**src/hdl/cps_pkg.sv**
```systemverilog
// Shared types and constants for the class pattern search core.
package cps_pkg;

    // Selector carried in s_tuser
    typedef enum logic [1:0] {
        KIND_LOAD = 2'd0,
        KIND_BYTE = 2'd1,
        KIND_END  = 2'd2
    } cps_kind_t;

    // Element class codes
    typedef enum logic [1:0] {
        CLS_LIT   = 2'd0,
        CLS_UPPER = 2'd1,
        CLS_DIGIT = 2'd2
    } cps_class_t;

    localparam logic [7:0] CHAR_UPPER_A = 8'h41;
    localparam logic [7:0] CHAR_UPPER_Z = 8'h5A;
    localparam logic [7:0] CHAR_DIGIT_0 = 8'h30;
    localparam logic [7:0] CHAR_DIGIT_9 = 8'h39;

    localparam int LEN_W   = 5;
    localparam int MATCH_W = 16;

    // One pattern element
    typedef struct packed {
        logic       repeat_en;
        logic [1:0] cls;
        logic [7:0] lit;
    } cps_elem_t;

    // Per-cell strobes
    typedef struct packed {
        logic load;
        logic step;
        logic clear;
    } cps_cell_ctrl_t;

    // One result beat
    typedef struct packed {
        logic               too_long;
        logic               found;
        logic [MATCH_W-1:0] match_start;
    } cps_result_t;

endpackage

```
**src/hdl/cps_cell.sv**
```systemverilog
// One pattern element cell: element entry, active bit and earliest start.
module cps_cell
    import cps_pkg::*;
#(
    parameter int POS_W = 16
) (
    input  logic             aclk,
    input  logic             aresetn,
    input  cps_cell_ctrl_t   ctrl,
    input  cps_elem_t        load_elem,
    input  logic [7:0]       text_byte,
    input  logic             prev_active,
    input  logic [POS_W-1:0] prev_start,
    output logic             active_q,
    output logic [POS_W-1:0] start_q,
    output logic             active_next,
    output logic [POS_W-1:0] start_next
);

    cps_elem_t        elem_reg;
    logic             active_reg;
    logic [POS_W-1:0] start_reg;
    logic             accepts;
    logic             chain_ok;
    logic             self_ok;
    logic [POS_W-1:0] cand_start;

    always_comb begin
        case (elem_reg.cls)
            CLS_LIT:   accepts = (text_byte == elem_reg.lit);
            CLS_UPPER: accepts = text_byte inside {[CHAR_UPPER_A:CHAR_UPPER_Z]};
            CLS_DIGIT: accepts = text_byte inside {[CHAR_DIGIT_0:CHAR_DIGIT_9]};
            default:   accepts = 1'b0;
        endcase
    end

    // Extend from the left neighbor, or stay on this element when it repeats
    always_comb begin
        chain_ok = accepts && prev_active;
        self_ok  = accepts && elem_reg.repeat_en && active_reg;
        if (chain_ok && self_ok) begin
            cand_start = (start_reg < prev_start) ? start_reg : prev_start;
        end else if (self_ok) begin
            cand_start = start_reg;
        end else begin
            cand_start = prev_start;
        end
        active_next = chain_ok || self_ok;
        start_next  = active_next ? cand_start : '0;
    end

    always_ff @(posedge aclk) begin
        if (ctrl.load) begin
            elem_reg <= load_elem;
        end
    end

    always_ff @(posedge aclk) begin
        if (!aresetn || ctrl.clear) begin
            active_reg <= 1'b0;
            start_reg  <= '0;
        end else if (ctrl.step) begin
            active_reg <= active_next;
            start_reg  <= start_next;
        end
    end

    assign active_q = active_reg;
    assign start_q  = start_reg;

endmodule

```
**src/hdl/cps_out_stage.sv**
```systemverilog
// Output register with skid slot for result beats.
module cps_out_stage
    import cps_pkg::*;
(
    input  logic        aclk,
    input  logic        aresetn,
    input  logic        in_valid,
    input  cps_result_t in_data,
    output logic        in_ready,
    output logic        m_valid,
    input  logic        m_ready,
    output cps_result_t m_data
);

    logic        out_valid_reg;
    logic        out_valid_next;
    cps_result_t out_data_reg;
    cps_result_t out_data_next;
    logic        skid_valid_reg;
    logic        skid_valid_next;
    cps_result_t skid_data_reg;
    cps_result_t skid_data_next;

    always_comb begin
        out_valid_next  = out_valid_reg;
        out_data_next   = out_data_reg;
        skid_valid_next = skid_valid_reg;
        skid_data_next  = skid_data_reg;
        if (!out_valid_reg || m_ready) begin
            // Drain the skid slot first, else take the new beat
            out_valid_next  = skid_valid_reg || in_valid;
            out_data_next   = skid_valid_reg ? skid_data_reg : in_data;
            skid_valid_next = 1'b0;
        end else if (in_valid) begin
            skid_valid_next = 1'b1;
            skid_data_next  = in_data;
        end
    end

    always_ff @(posedge aclk) begin
        if (!aresetn) begin
            out_valid_reg  <= 1'b0;
            skid_valid_reg <= 1'b0;
        end else begin
            out_valid_reg  <= out_valid_next;
            skid_valid_reg <= skid_valid_next;
        end
    end

    always_ff @(posedge aclk) begin
        out_data_reg  <= out_data_next;
        skid_data_reg <= skid_data_next;
    end

    assign in_ready = !skid_valid_reg;
    assign m_valid  = out_valid_reg;
    assign m_data   = out_data_reg;

endmodule

```
**src/hdl/class_pattern_search_core.sv**
```systemverilog
// Top level of the class pattern search core: element cell chain and result path.
//
// Usage: load up to PATTERN_MAX elements on the slave stream (s_tuser = load),
// set the element count on the cfg channel, then stream text bytes one per beat
// (s_tuser = byte) and close each string with an end beat (s_tuser = end).
// Each end beat yields one result beat on the master stream: found, the
// earliest match start and a too-long flag; the search state is then cleared
// and the pattern kept. Load and byte beats produce no result.
// Throughput: one input beat per cycle while s_tready is high. Every byte
// updates the whole chain of element cells at once, each cell looking only at
// its left neighbor, so the per-byte path is one cell plus the tail select
// and the best-start compare.
// Result path: the end beat's result is registered in the output register, or
// in the skid slot while that register is stalled. Stall: when m_tready is low
// the result holds in the output register; one more result fits in a skid
// slot, and s_tready drops only while that slot is full.
// Reset (aresetn low, synchronous): clears the search state, the result
// path and the element count (length 0); the element entries are not cleared
// and must be loaded before use. cfg writes are accepted at any time.
module class_pattern_search_core
    import cps_pkg::*;
#(
    parameter int PATTERN_MAX   = 16,
    parameter int POSITION_BITS = 16
) (
    input  logic        aclk,
    input  logic        aresetn,
    // Slave stream
    input  logic        s_tvalid,
    output logic        s_tready,
    // [3:0] elem_index, [5:4] elem_class, [13:6] elem_byte, [14] elem_repeat,
    // [22:15] text_byte, [23] zero
    input  logic [23:0] s_tdata,
    // [1:0] kind
    input  logic [1:0]  s_tuser,
    // Master stream
    output logic        m_tvalid,
    input  logic        m_tready,
    // [15:0] match_start
    output logic [15:0] m_tdata,
    // [0] found, [1] too_long
    output logic [1:0]  m_tuser,
    // Configuration: pattern_length
    input  logic        cfg_valid,
    output logic        cfg_ready,
    input  logic [4:0]  cfg_data
);

    localparam int POS_W = POSITION_BITS;

    // Decoded beat
    logic             s_accept;
    cps_kind_t        kind;
    logic [3:0]       elem_index;
    cps_elem_t        load_elem;
    logic [7:0]       text_byte;

    // Search state
    logic [POS_W-1:0] pos_reg;
    logic [POS_W-1:0] pos_next;
    logic             overflow_reg;
    logic             overflow_next;
    logic             best_found_reg;
    logic             best_found_next;
    logic [POS_W-1:0] best_start_reg;
    logic [POS_W-1:0] best_start_next;

    // Tail select from the element count
    logic [PATTERN_MAX-1:0] tail_reg;
    logic [PATTERN_MAX-1:0] tail_next;
    logic                   empty_reg;
    logic                   empty_next;

    // Cell chain
    cps_cell_ctrl_t   cell_ctrl [PATTERN_MAX];
    logic             act_q     [PATTERN_MAX];
    logic [POS_W-1:0] start_q   [PATTERN_MAX];
    logic             act_n     [PATTERN_MAX];
    logic [POS_W-1:0] start_n   [PATTERN_MAX];

    logic             at_max;
    logic             byte_step;
    logic             end_beat;
    logic             tail_hit;
    logic [POS_W-1:0] tail_start;
    logic             cand_found;
    logic [POS_W-1:0] cand_start;

    cps_result_t      result;
    cps_result_t      m_result;

    assign s_accept   = s_tvalid && s_tready;
    assign kind       = cps_kind_t'(s_tuser);
    assign elem_index = s_tdata[3:0];
    assign load_elem  = '{repeat_en: s_tdata[14], cls: s_tdata[5:4], lit: s_tdata[13:6]};
    assign text_byte  = s_tdata[22:15];

    // A byte that finds the position counter full is counted as overflow only
    assign at_max    = (pos_reg == {POS_W{1'b1}});
    assign byte_step = s_accept && (kind == KIND_BYTE) && !at_max;
    assign end_beat  = s_accept && (kind == KIND_END);

    // Per-cell strobes; a load index beyond the chain hits no cell
    always_comb begin
        for (int k = 0; k < PATTERN_MAX; k++) begin
            cell_ctrl[k].load  = s_accept && (kind == KIND_LOAD) && (int'(elem_index) == k);
            cell_ctrl[k].step  = byte_step;
            cell_ctrl[k].clear = end_beat;
        end
    end

    // Cell 0 sees an always-active left neighbor that starts at the current position
    for (genvar k = 0; k < PATTERN_MAX; k++) begin : g_cell
        if (k == 0) begin : g_head
            cps_cell #(.POS_W(POS_W)) u_cell (
                .aclk       (aclk),
                .aresetn    (aresetn),
                .ctrl       (cell_ctrl[k]),
                .load_elem  (load_elem),
                .text_byte  (text_byte),
                .prev_active(1'b1),
                .prev_start (pos_reg),
                .active_q   (act_q[k]),
                .start_q    (start_q[k]),
                .active_next(act_n[k]),
                .start_next (start_n[k])
            );
        end else begin : g_body
            cps_cell #(.POS_W(POS_W)) u_cell (
                .aclk       (aclk),
                .aresetn    (aresetn),
                .ctrl       (cell_ctrl[k]),
                .load_elem  (load_elem),
                .text_byte  (text_byte),
                .prev_active(act_q[k-1]),
                .prev_start (start_q[k-1]),
                .active_q   (act_q[k]),
                .start_q    (start_q[k]),
                .active_next(act_n[k]),
                .start_next (start_n[k])
            );
        end
    end

    // Pick the completion from the last element in use (one-hot select)
    always_comb begin
        tail_hit   = 1'b0;
        tail_start = '0;
        for (int k = 0; k < PATTERN_MAX; k++) begin
            tail_hit   = tail_hit | (tail_reg[k] & act_n[k]);
            tail_start = tail_start | (start_n[k] & {POS_W{tail_reg[k] & act_n[k]}});
        end
        cand_found = empty_reg || tail_hit;
        cand_start = empty_reg ? '0 : tail_start;
    end

    // Element count: clamp to the chain length, keep as one-hot tail plus empty flag
    always_comb begin
        tail_next  = tail_reg;
        empty_next = empty_reg;
        if (cfg_valid) begin
            empty_next = (cfg_data == '0);
            for (int k = 0; k < PATTERN_MAX; k++) begin
                tail_next[k] = (int'(cfg_data) == k + 1) ||
                               ((k == PATTERN_MAX - 1) && (int'(cfg_data) > PATTERN_MAX));
            end
        end
    end

    always_comb begin
        pos_next        = pos_reg;
        overflow_next   = overflow_reg;
        best_found_next = best_found_reg;
        best_start_next = best_start_reg;
        if (s_accept) begin
            case (kind)
                KIND_BYTE: begin
                    if (at_max) begin
                        overflow_next = 1'b1;
                    end else begin
                        pos_next = pos_reg + 1'b1;
                        // An empty pattern only claims position 0 when nothing is found yet
                        if (cand_found && (!best_found_reg ||
                                           (!empty_reg && cand_start < best_start_reg))) begin
                            best_found_next = 1'b1;
                            best_start_next = cand_start;
                        end
                    end
                end
                KIND_END: begin
                    pos_next        = '0;
                    overflow_next   = 1'b0;
                    best_found_next = 1'b0;
                    best_start_next = '0;
                end
                default: begin
                    // Load beats touch only the cells; unknown kinds are dropped
                end
            endcase
        end
    end

    always_ff @(posedge aclk) begin
        if (!aresetn) begin
            pos_reg        <= '0;
            overflow_reg   <= 1'b0;
            best_found_reg <= 1'b0;
            best_start_reg <= '0;
            tail_reg       <= '0;
            empty_reg      <= 1'b1;
        end else begin
            pos_reg        <= pos_next;
            overflow_reg   <= overflow_next;
            best_found_reg <= best_found_next;
            best_start_reg <= best_start_next;
            tail_reg       <= tail_next;
            empty_reg      <= empty_next;
        end
    end

    // Result of the string being closed
    always_comb begin
        result.too_long    = overflow_reg;
        result.found       = !overflow_reg && best_found_reg;
        result.match_start = result.found ? MATCH_W'(best_start_reg) : '0;
    end

    cps_out_stage u_out (
        .aclk    (aclk),
        .aresetn (aresetn),
        .in_valid(end_beat),
        .in_data (result),
        .in_ready(s_tready),
        .m_valid (m_tvalid),
        .m_ready (m_tready),
        .m_data  (m_result)
    );

    assign m_tdata   = m_result.match_start;
    assign m_tuser   = {m_result.too_long, m_result.found};
    assign cfg_ready = 1'b1;

endmodule

```
**config.mk**
```make
export PLATFORM = sky130hd
export DESIGN_NAME = class_pattern_search_core
export DESIGN_NICKNAME = d
export VERILOG_FILES = /design/src/hdl/cps_pkg.sv /design/src/hdl/cps_cell.sv /design/src/hdl/cps_out_stage.sv /design/src/hdl/class_pattern_search_core.sv
export SDC_FILE = /design/constraint.sdc
export NUM_CORES = 2
export LEC_CHECK = 0
export BUFFER_PORTS_ARGS = -buffer_cell sky130_fd_sc_hd__buf_2
export CELL_PAD_IN_SITES_DETAIL_PLACEMENT = 0
export CELL_PAD_IN_SITES_GLOBAL_PLACEMENT = 1
export CORE_MARGIN = 8
export CORE_UTILIZATION = 50
export DETAILED_ROUTE_END_ITERATION = 8
export PLACE_DENSITY_LB_ADDON = 0.1
export SLEW_MARGIN = 20
export SYNTH_ARGS = -nofsm -noshare
export SYNTH_HDL_FRONTEND = slang
export SYNTH_SLANG_ARGS = --single-unit
```
**constraint.sdc**
```tcl
create_clock -name aclk -period 7.45 [get_ports aclk]
set_input_delay 1.8625 -clock aclk [delete_from_list [all_inputs] [get_ports aclk]]
set_output_delay 1.8625 -clock aclk [all_outputs]
set_load 0.02 [all_outputs]
```
Yosys cells after proc, flatten, opt, wreduce, memory -nomap -nowiden

Index checks and enable logic that the tools add are counted.

Flip-flop bits (word level): 537
Output and inout port bits: 21
Word-level logic and storage cells: 502

Add/sub/neg operators: 1
Magnitude comparators: 22
Equal/unequal tests: 85
Muxes and demuxes: 93
Bitwise operators: 64
Reduce and logical (&&, ||, !) cells: 143

Operators by type and width:

| kind                  | count |
|---|---|
| $mux 16               | 69 |
| $lt 16x16->1          | 17 |
| $and 16x16->16        | 16 |
| $or 16x16->16         | 15 |
| $eq 8x8->1            | 16 |
| $logic_and 1x1->1     | 89 |
| $pmux 16 s2           | 2 |
| $pmux 1 s3            | 16 |
| $eq 5x5->1 const B    | 9 |
| $eq 2x1->1 const B    | 17 |
| $eq 2x2->1 const B    | 17 |
| $logic_not 2->1       | 17 |
| $eq 4x4->1 const B    | 8 |
| $logic_or 1x1->1      | 22 |
| $eq 5x4->1 const B    | 4 |
| $mux 18               | 1 |
| $add 16x1->16 const B | 1 |
| $and 1x1->1           | 16 |
| $eq 16x16->1 const B  | 1 |
| $eq 4x3->1 const B    | 4 |
| $or 1x1->1            | 15 |
| $eq 5x3->1 const B    | 2 |
| $eq 4x2->1 const B    | 2 |
| $ge 8x6->1 const B    | 1 |
| other kinds (19)      | 31 |

Longest topological paths before layout

Depth after elaboration: 32
Mapped depth: 27
Depth with buffers taken out: 23

Hierarchy

From an unflattened synthesis, not the netlist that was laid out.

Cells, all modules: 3393
Area total of the unflattened synthesis: 33764.9 µm²

Modules (own cells, without submodules):

| module                    | instances | cells an instance | area an instance (µm²) | seq. area each (µm²) |
|---|---|---|---|---|
| cps_cell                  | 16        | 172               | 1742.9                 | 670.6 |
| class_pattern_search_core | 1         | 576               | 4420.5                 | 1021.0 |
| cps_out_stage             | 1         | 65                | 1457.6                 | 1121.1 |

Worst setup path before layout

Ideal clock, no wire load.

Path kind: input -> register
From: in s_tdata[21]
To: reg best_start_reg[10]
Data arrival time: 6230 ps
Slack: 1133 ps
Stages: 24
Cell sequence: buf_4 > nand4bb_4 > nor2_4 > buf_4 > a32oi_1 > and2_1 > buf_2 > nor2_2 > mux2i_1 > o22ai_1 > or4_1 > nor4_2 > nor2_1 > ha_1 > nor2b_1 > o21ai_0 > nand2b_1 > a211oi_1 > o311a_1 > o211ai_1 > nor2_1 > a21oi_4 > buf_6 > o31ai_1

Cells in the longest elaborated chain, start to end: 31
Elaborated cells on any way between the ends: 238

Ends and longest elaborated chain:

| what                                                | line                             | source |
|---|---|---|
| start: declaration                                  | class_pattern_search_core.sv:33  | `input logic [23:0] s_tdata,` |
| $ge 8x6->1, or another cell as far along            | cps_cell.sv:32                   | `CLS_DIGIT: accepts = text_byte inside {[CHAR_DIGIT_0:CHAR_DIGIT_9]};` |
| $logic_and 1x1->1 (on tied branches)                | cps_cell.sv:32, cps_cell.sv:31   |  |
| $pmux 1 s3                                          | cps_cell.sv:29                   | `case (elem_reg.cls)` |
| $logic_and 1x1->1 (2 in a row)                      | cps_cell.sv:40                   | `self_ok = accepts && elem_reg.repeat_en && active_reg;` |
| $mux 16 / $logic_and 1x1->1 (equally long branches) | cps_cell.sv:43, cps_cell.sv:41   |  |
| $mux 16                                             | cps_cell.sv:41                   | `if (chain_ok && self_ok) begin` |
| $mux 16                                             | cps_cell.sv:49                   | `start_next = active_next ? cand_start : '0;` |
| $and 16x16->16                                      | class_pattern_search_core.sv:151 | `tail_start = tail_start \| (start_n[k] & {POS_W{tail_reg[k] & act_n[k]}});` |
| $or 16x16->16 (15 in a row)                         | class_pattern_search_core.sv:151 |  |
| $mux 16                                             | class_pattern_search_core.sv:154 | `cand_start = empty_reg ? '0 : tail_start;` |
| $lt 16x16->1                                        | class_pattern_search_core.sv:184 | `(!empty_reg && cand_start < best_start_reg))) begin` |
| $logic_and 1x1->1                                   | class_pattern_search_core.sv:184 |  |
| $logic_or 1x1->1                                    | class_pattern_search_core.sv:183 | `if (cand_found && (!best_found_reg \|\|` |
| $logic_and 1x1->1                                   | class_pattern_search_core.sv:183 |  |
| $ne 2x1->1 (no source line)                         | n/a                              |  |
| $reduce_and 4->1 (no source line)                   | n/a                              |  |
| end signal: assignment                              | class_pattern_search_core.sv:215 | `best_start_reg <= best_start_next;` |
| end: declaration                                    | class_pattern_search_core.sv:65  | `logic [POS_W-1:0] best_start_reg;` |

Several ways; a longest one is shown, not always the timed one. The select of a mux whose other input is x is not followed.
A chain may end at the register's enable or synchronous reset.

Worst setup path after layout

From: in s_tdata[22]
To: reg best_start_reg[10]

Same word-level chain as after synthesis.

==> Implementation_results.wiki <==
{| class="wikitable"
! Metric !! Value
|-
| Leak || 13.02 nW
|-
| Number of top-level pins || 57
|-
| Number of synthesis warnings || 0
|-
| DIE HEIGHT || 269.6 um
|-
| Slew at the pin with the worst max-slew slack || approximately 1100 ps
|-
| Critical Path Start Type || input port
|-
| Library cell with the highest instance count after synthesis || sky130_fd_sc_hd__a21oi_1
|-
| ANT cells || 0
|-
| Critical Path Sink Type || flop
|-
| Number of buffers inserted for hold repair after clock tree synthesis || 0
|-
| Area growth from synthesis to layout || 11.82%
|-
| Post-detailed-route wirelength per cell || ~26 um
|-
| Dominant synthesized flop cell || sky130_fd_sc_hd__dfxtp_1
|-
| Final setup violation count || 0
|-
| Sequential fraction of the synthesis area || approximately two fifths
|-
| Net count of the finished layout || ~4,000
|-
| Final-layout fill cell count || approximately 5,800
|-
| Die extent in x || 269.6 um
|-
| Basic-gate share of the synthesized area counting and, or, nand and nor cells || 18.37%
|-
| Top post-synthesis cells by area || sky130_fd_sc_hd__dfxtp_1 (20%), sky130_fd_sc_hd__edfxtp_1 (20%), sky130_fd_sc_hd__ha_1 (10%), sky130_fd_sc_hd__a21oi_1 (6.6%), sky130_fd_sc_hd__mux2i_1 (4.5%)
|-
| Count of routing violations after the opening detailed-route iteration || approximately 2,700
|-
| Upper clock frequency limit || approximately 150 MHz
|-
| Net Sw Power || roughly 1.5 mW
|-
| Worst slack at placement || approximately 110 ps
|-
| Data required time at the worst endpoint || 7990 ps
|-
| Switching Share || between 20% and 30%
|-
| Fraction of the mapped netlist area in adder cells || 9.962%
|-
| Initial antenna violation count || 2
|-
| Data arrival at the endpoint of the critical path || between 7000 and 8000 ps
|-
| Area of the placeable core || 64,000 um^2
|-
| WHS || approximately 460 ps
|-
| DRC violation count after routing || 0
|-
| Wire length of the first global-routing pass || approximately 180 mm
|-
| Cell variety after synth || 99
|-
| Async set or reset register ratio after synthesis || 0%
|-
| Highest fanout seen on the critical path || 11
|-
| Overall overflow remaining after global route || 0
|-
| Sum of routed wire length over all layers || 118.7 mm
|-
| # Max-Cap Violations || 0
|-
| Parity-gate share of the synthesized area counting xor and xnor cells || under 10%
|-
| Commonest cells in the netlist || sky130_fd_sc_hd__a21oi_1 (425), sky130_fd_sc_hd__nand2_1 (370), sky130_fd_sc_hd__dfxtp_1 (325)
|-
| Combinational Power Share || under 10%
|-
| Minimum setup slack in the final design || ~690 ps
|-
| Largest net degree at the start of global routing || 196
|-
| Average vias per placed instance || approximately 6
|-
| Main combinational cell family by area after synthesis || simple AND/OR/NAND/NOR gates
|-
| Post-synthesis mux area share || under 10%
|-
| Clock root buffer || sky130_fd_sc_hd__clkbuf_16
|-
| Setup total negative slack || 0 ps
|-
| Final weighted congestion in routability-driven placement || a little over 1
|-
| Worst Hold Class || flop to flop
|-
| Ratio of cells with drive above 1 in the final layout || around a tenth
|-
| Average footprint of a synthesized cell || roughly 8.8 um^2
|-
| Worst setup path category || input port to flop
|-
| Post-synthesis cell area || 32,150 um^2
|-
| Status || finished clean
|-
| Number of routed nets with antenna violations || 0
|-
| Clock tree from TritonCTS || yes
|-
| Final HPWL DP || roughly 91 mm
|-
| Internal Pwr Total || about 5.0 mW
|-
| Pwr/cell area || ~180 nW/um^2
|-
| Share of the synthesized area in compound gates (AO/OA/AOI/OAI) || between 15 and 20%
|-
| Flip-flop count of the largest register, all copies and words added || 240
|-
| Global-route total usage across every layer || 31.40%
|-
| Via count || around 29,000
|-
| Count of buffers from port buffering || 54
|-
| Number of sinks handled by clock tree synthesis || around 540
|-
| Final count of hold timing violations || 0
|-
| Number of detailed-routing iterations run before antenna repair || 5
|-
| Die footprint || around 73,000 um^2
|-
| Worst max-slew margin expressed relative to the limit || between 20% and 30%
|-
| H-tree depth || 2
|-
| Final Cycle Share || 90.73%
|-
| Unrepaired setup endpoints after global routing || no
|-
| Max-slew violations || 0
|-
| Clock latency of the later-clocked register in the worst-skew pair || around 660 ps
|-
| Count of cells resized by post-cts repair || 0
|-
| Share of total power in the clock network || about 50%
|-
| Total clock buffers created by CTS || 60
|-
| Synth Register Bits || about 540
|-
| Starting Density || 50.24%
|-
| Final period demand of the worst path || between 6000 and 7000 ps
|-
| Syn Nets || 3,965
|-
| Relative contribution of sequential cells to total power || 47.1%
|-
| Biggest area consumer among synthesized cells || sky130_fd_sc_hd__dfxtp_1
|-
| Post-Syn Instances || approximately 3,700
|-
| Layout Skew || about 26 ps
|-
| Number of global-route vias before repair || 27,460
|-
| Clock transition at the registers of the reported paths || 60 ps
|-
| Maximum count of clock buffers along a single path || 3
|-
| Post-CTS Setup Repair Bufs || 0
|-
| EDFF count, synth || between 200 and 250
|-
| Peak supply drop || around 0.21 mV
|-
| Cell Rows || a little over 90
|-
| Area share of the largest cell type after synthesis || around 20%
|}
-- power by group through the flow --
stage | sequential [mW] | combinational (mW) | clock [mW]
2_1_floorplan | 3.13 | 0.145 | 0
3_3_place_gp | 3.13 | 0.242 | 0
3_5_place_dp | 3.13 | 0.246 | 0
4_1_cts | 3.06 | 0.247 | 3.22
5_1_grt | 3.06 | 0.265 | 3.34
6_report | 3.06 | 0.250 | 3.19
-- final cells by class --
type | count | area [um^2] | area share, %
Clock buffer | 73 | 1590 | 4.423
Clock inverter | 39 | 510.5 | 1.420
Inverter | 280 | 1051 | 2.923
Multi-Input combinational cell | 2673 | 17510 | 48.71
Sequential cell | 537 | 12870 | 35.80
Tap cell | 855 | 1070 | 2.975
Timing Repair Buffer | 191 | 1349 | 3.751
-- critical path, stage by stage --
cell,delay [ps]
sky130_fd_sc_hd__buf_2,300
sky130_fd_sc_hd__buf_4,270
sky130_fd_sc_hd__xor2_1,90
sky130_fd_sc_hd__nor4_1,400
sky130_fd_sc_hd__nand3_1,290
sky130_fd_sc_hd__and2_1,280
sky130_fd_sc_hd__nor2_2,290
sky130_fd_sc_hd__buf_4,280
sky130_fd_sc_hd__nor2_1,70
sky130_fd_sc_hd__a21oi_1,200
sky130_fd_sc_hd__o2111ai_1,230
sky130_fd_sc_hd__nor4_1,580
sky130_fd_sc_hd__buf_4,230
sky130_fd_sc_hd__nor2_1,40
sky130_fd_sc_hd__ha_1,310
sky130_fd_sc_hd__o21a_1,110
sky130_fd_sc_hd__o21ai_0,160
sky130_fd_sc_hd__and3b_1,210
sky130_fd_sc_hd__nand2_1,60
sky130_fd_sc_hd__nand2_1,60
sky130_fd_sc_hd__o311ai_0,130
sky130_fd_sc_hd__a31oi_1,220
sky130_fd_sc_hd__buf_4,150
sky130_fd_sc_hd__a21oi_4,40
sky130_fd_sc_hd__buf_4,210
sky130_fd_sc_hd__o31ai_1,220
-- worst paths after layout --
kind,startpoint,to,slack (ps),cells past startpoint
hold / removal,best_start_reg[12],best_start_reg[12],460,2
hold reg to reg,best_start_reg[12],best_start_reg[12],460,2
setup / recovery,s_tdata[22],best_start_reg[10],690,26
setup reg to reg,g_cell[1].g_body.u_cell.start_q[14],best_start_reg[10],770,26
-- metrics by stage --
| step | total power, mW | cells | area (um^2) | util, % |
|---|---|---|---|---|
| final | 6.505 | 4648 | 35950 | 56.18 |
| after global routing | 6.666 | 4648 | 35950 | 56.18 |
| after CTS | 6.535 | 4648 | 35920 | 56.13 |
| after detailed placement | 3.375 | 4536 | 33820 | 52.85 |
| after global placement | 3.370 | 4536 | 33820 | 52.84 |
| after floorplan | 3.274 | 3673 | 32150 | - |
-- layout by cell type, fill, tap and decap left out, types with 68 or more instances in the layout --
master / instances
sky130_fd_sc_hd__nand2_1: 370
sky130_fd_sc_hd__nor3_1: 73
sky130_fd_sc_hd__a21oi_1: 424
sky130_fd_sc_hd__xor2_1: 120
sky130_fd_sc_hd__mux2i_1: 146
sky130_fd_sc_hd__o21ai_0: 68
sky130_fd_sc_hd__inv_1: 278
sky130_fd_sc_hd__buf_4: 133
sky130_fd_sc_hd__nand3_1: 285
sky130_fd_sc_hd__dfxtp_1: 325
sky130_fd_sc_hd__ha_1: 256
sky130_fd_sc_hd__edfxtp_1: 212
sky130_fd_sc_hd__a22oi_1: 70
sky130_fd_sc_hd__nor2_1: 265
-- cells by family after synthesis --
group	count (synthesis)
AND/OR/NAND/NOR	1251
AO/OA/AOI/OAI	852
flip-flops	537
buffers and inverters	463
adder cells (fa/ha/maj)	256
multiplexers	171
XOR/XNOR	142
other	1
-- layer usage --
| metal | track usage (%) | wire (um) | part of all wire, % |
|---|---|---|---|
| met1 | 41.87 | 50790 | 43 |
| met2 | 49.95 | 53850 | 45 |
| met3 | 4.178 | 7642 | 6.4 |
| met4 | 15.48 | 6433 | 5.4 |
| met5 | 0 | 0 | 0 |
(Power assumes the default switching activity.)
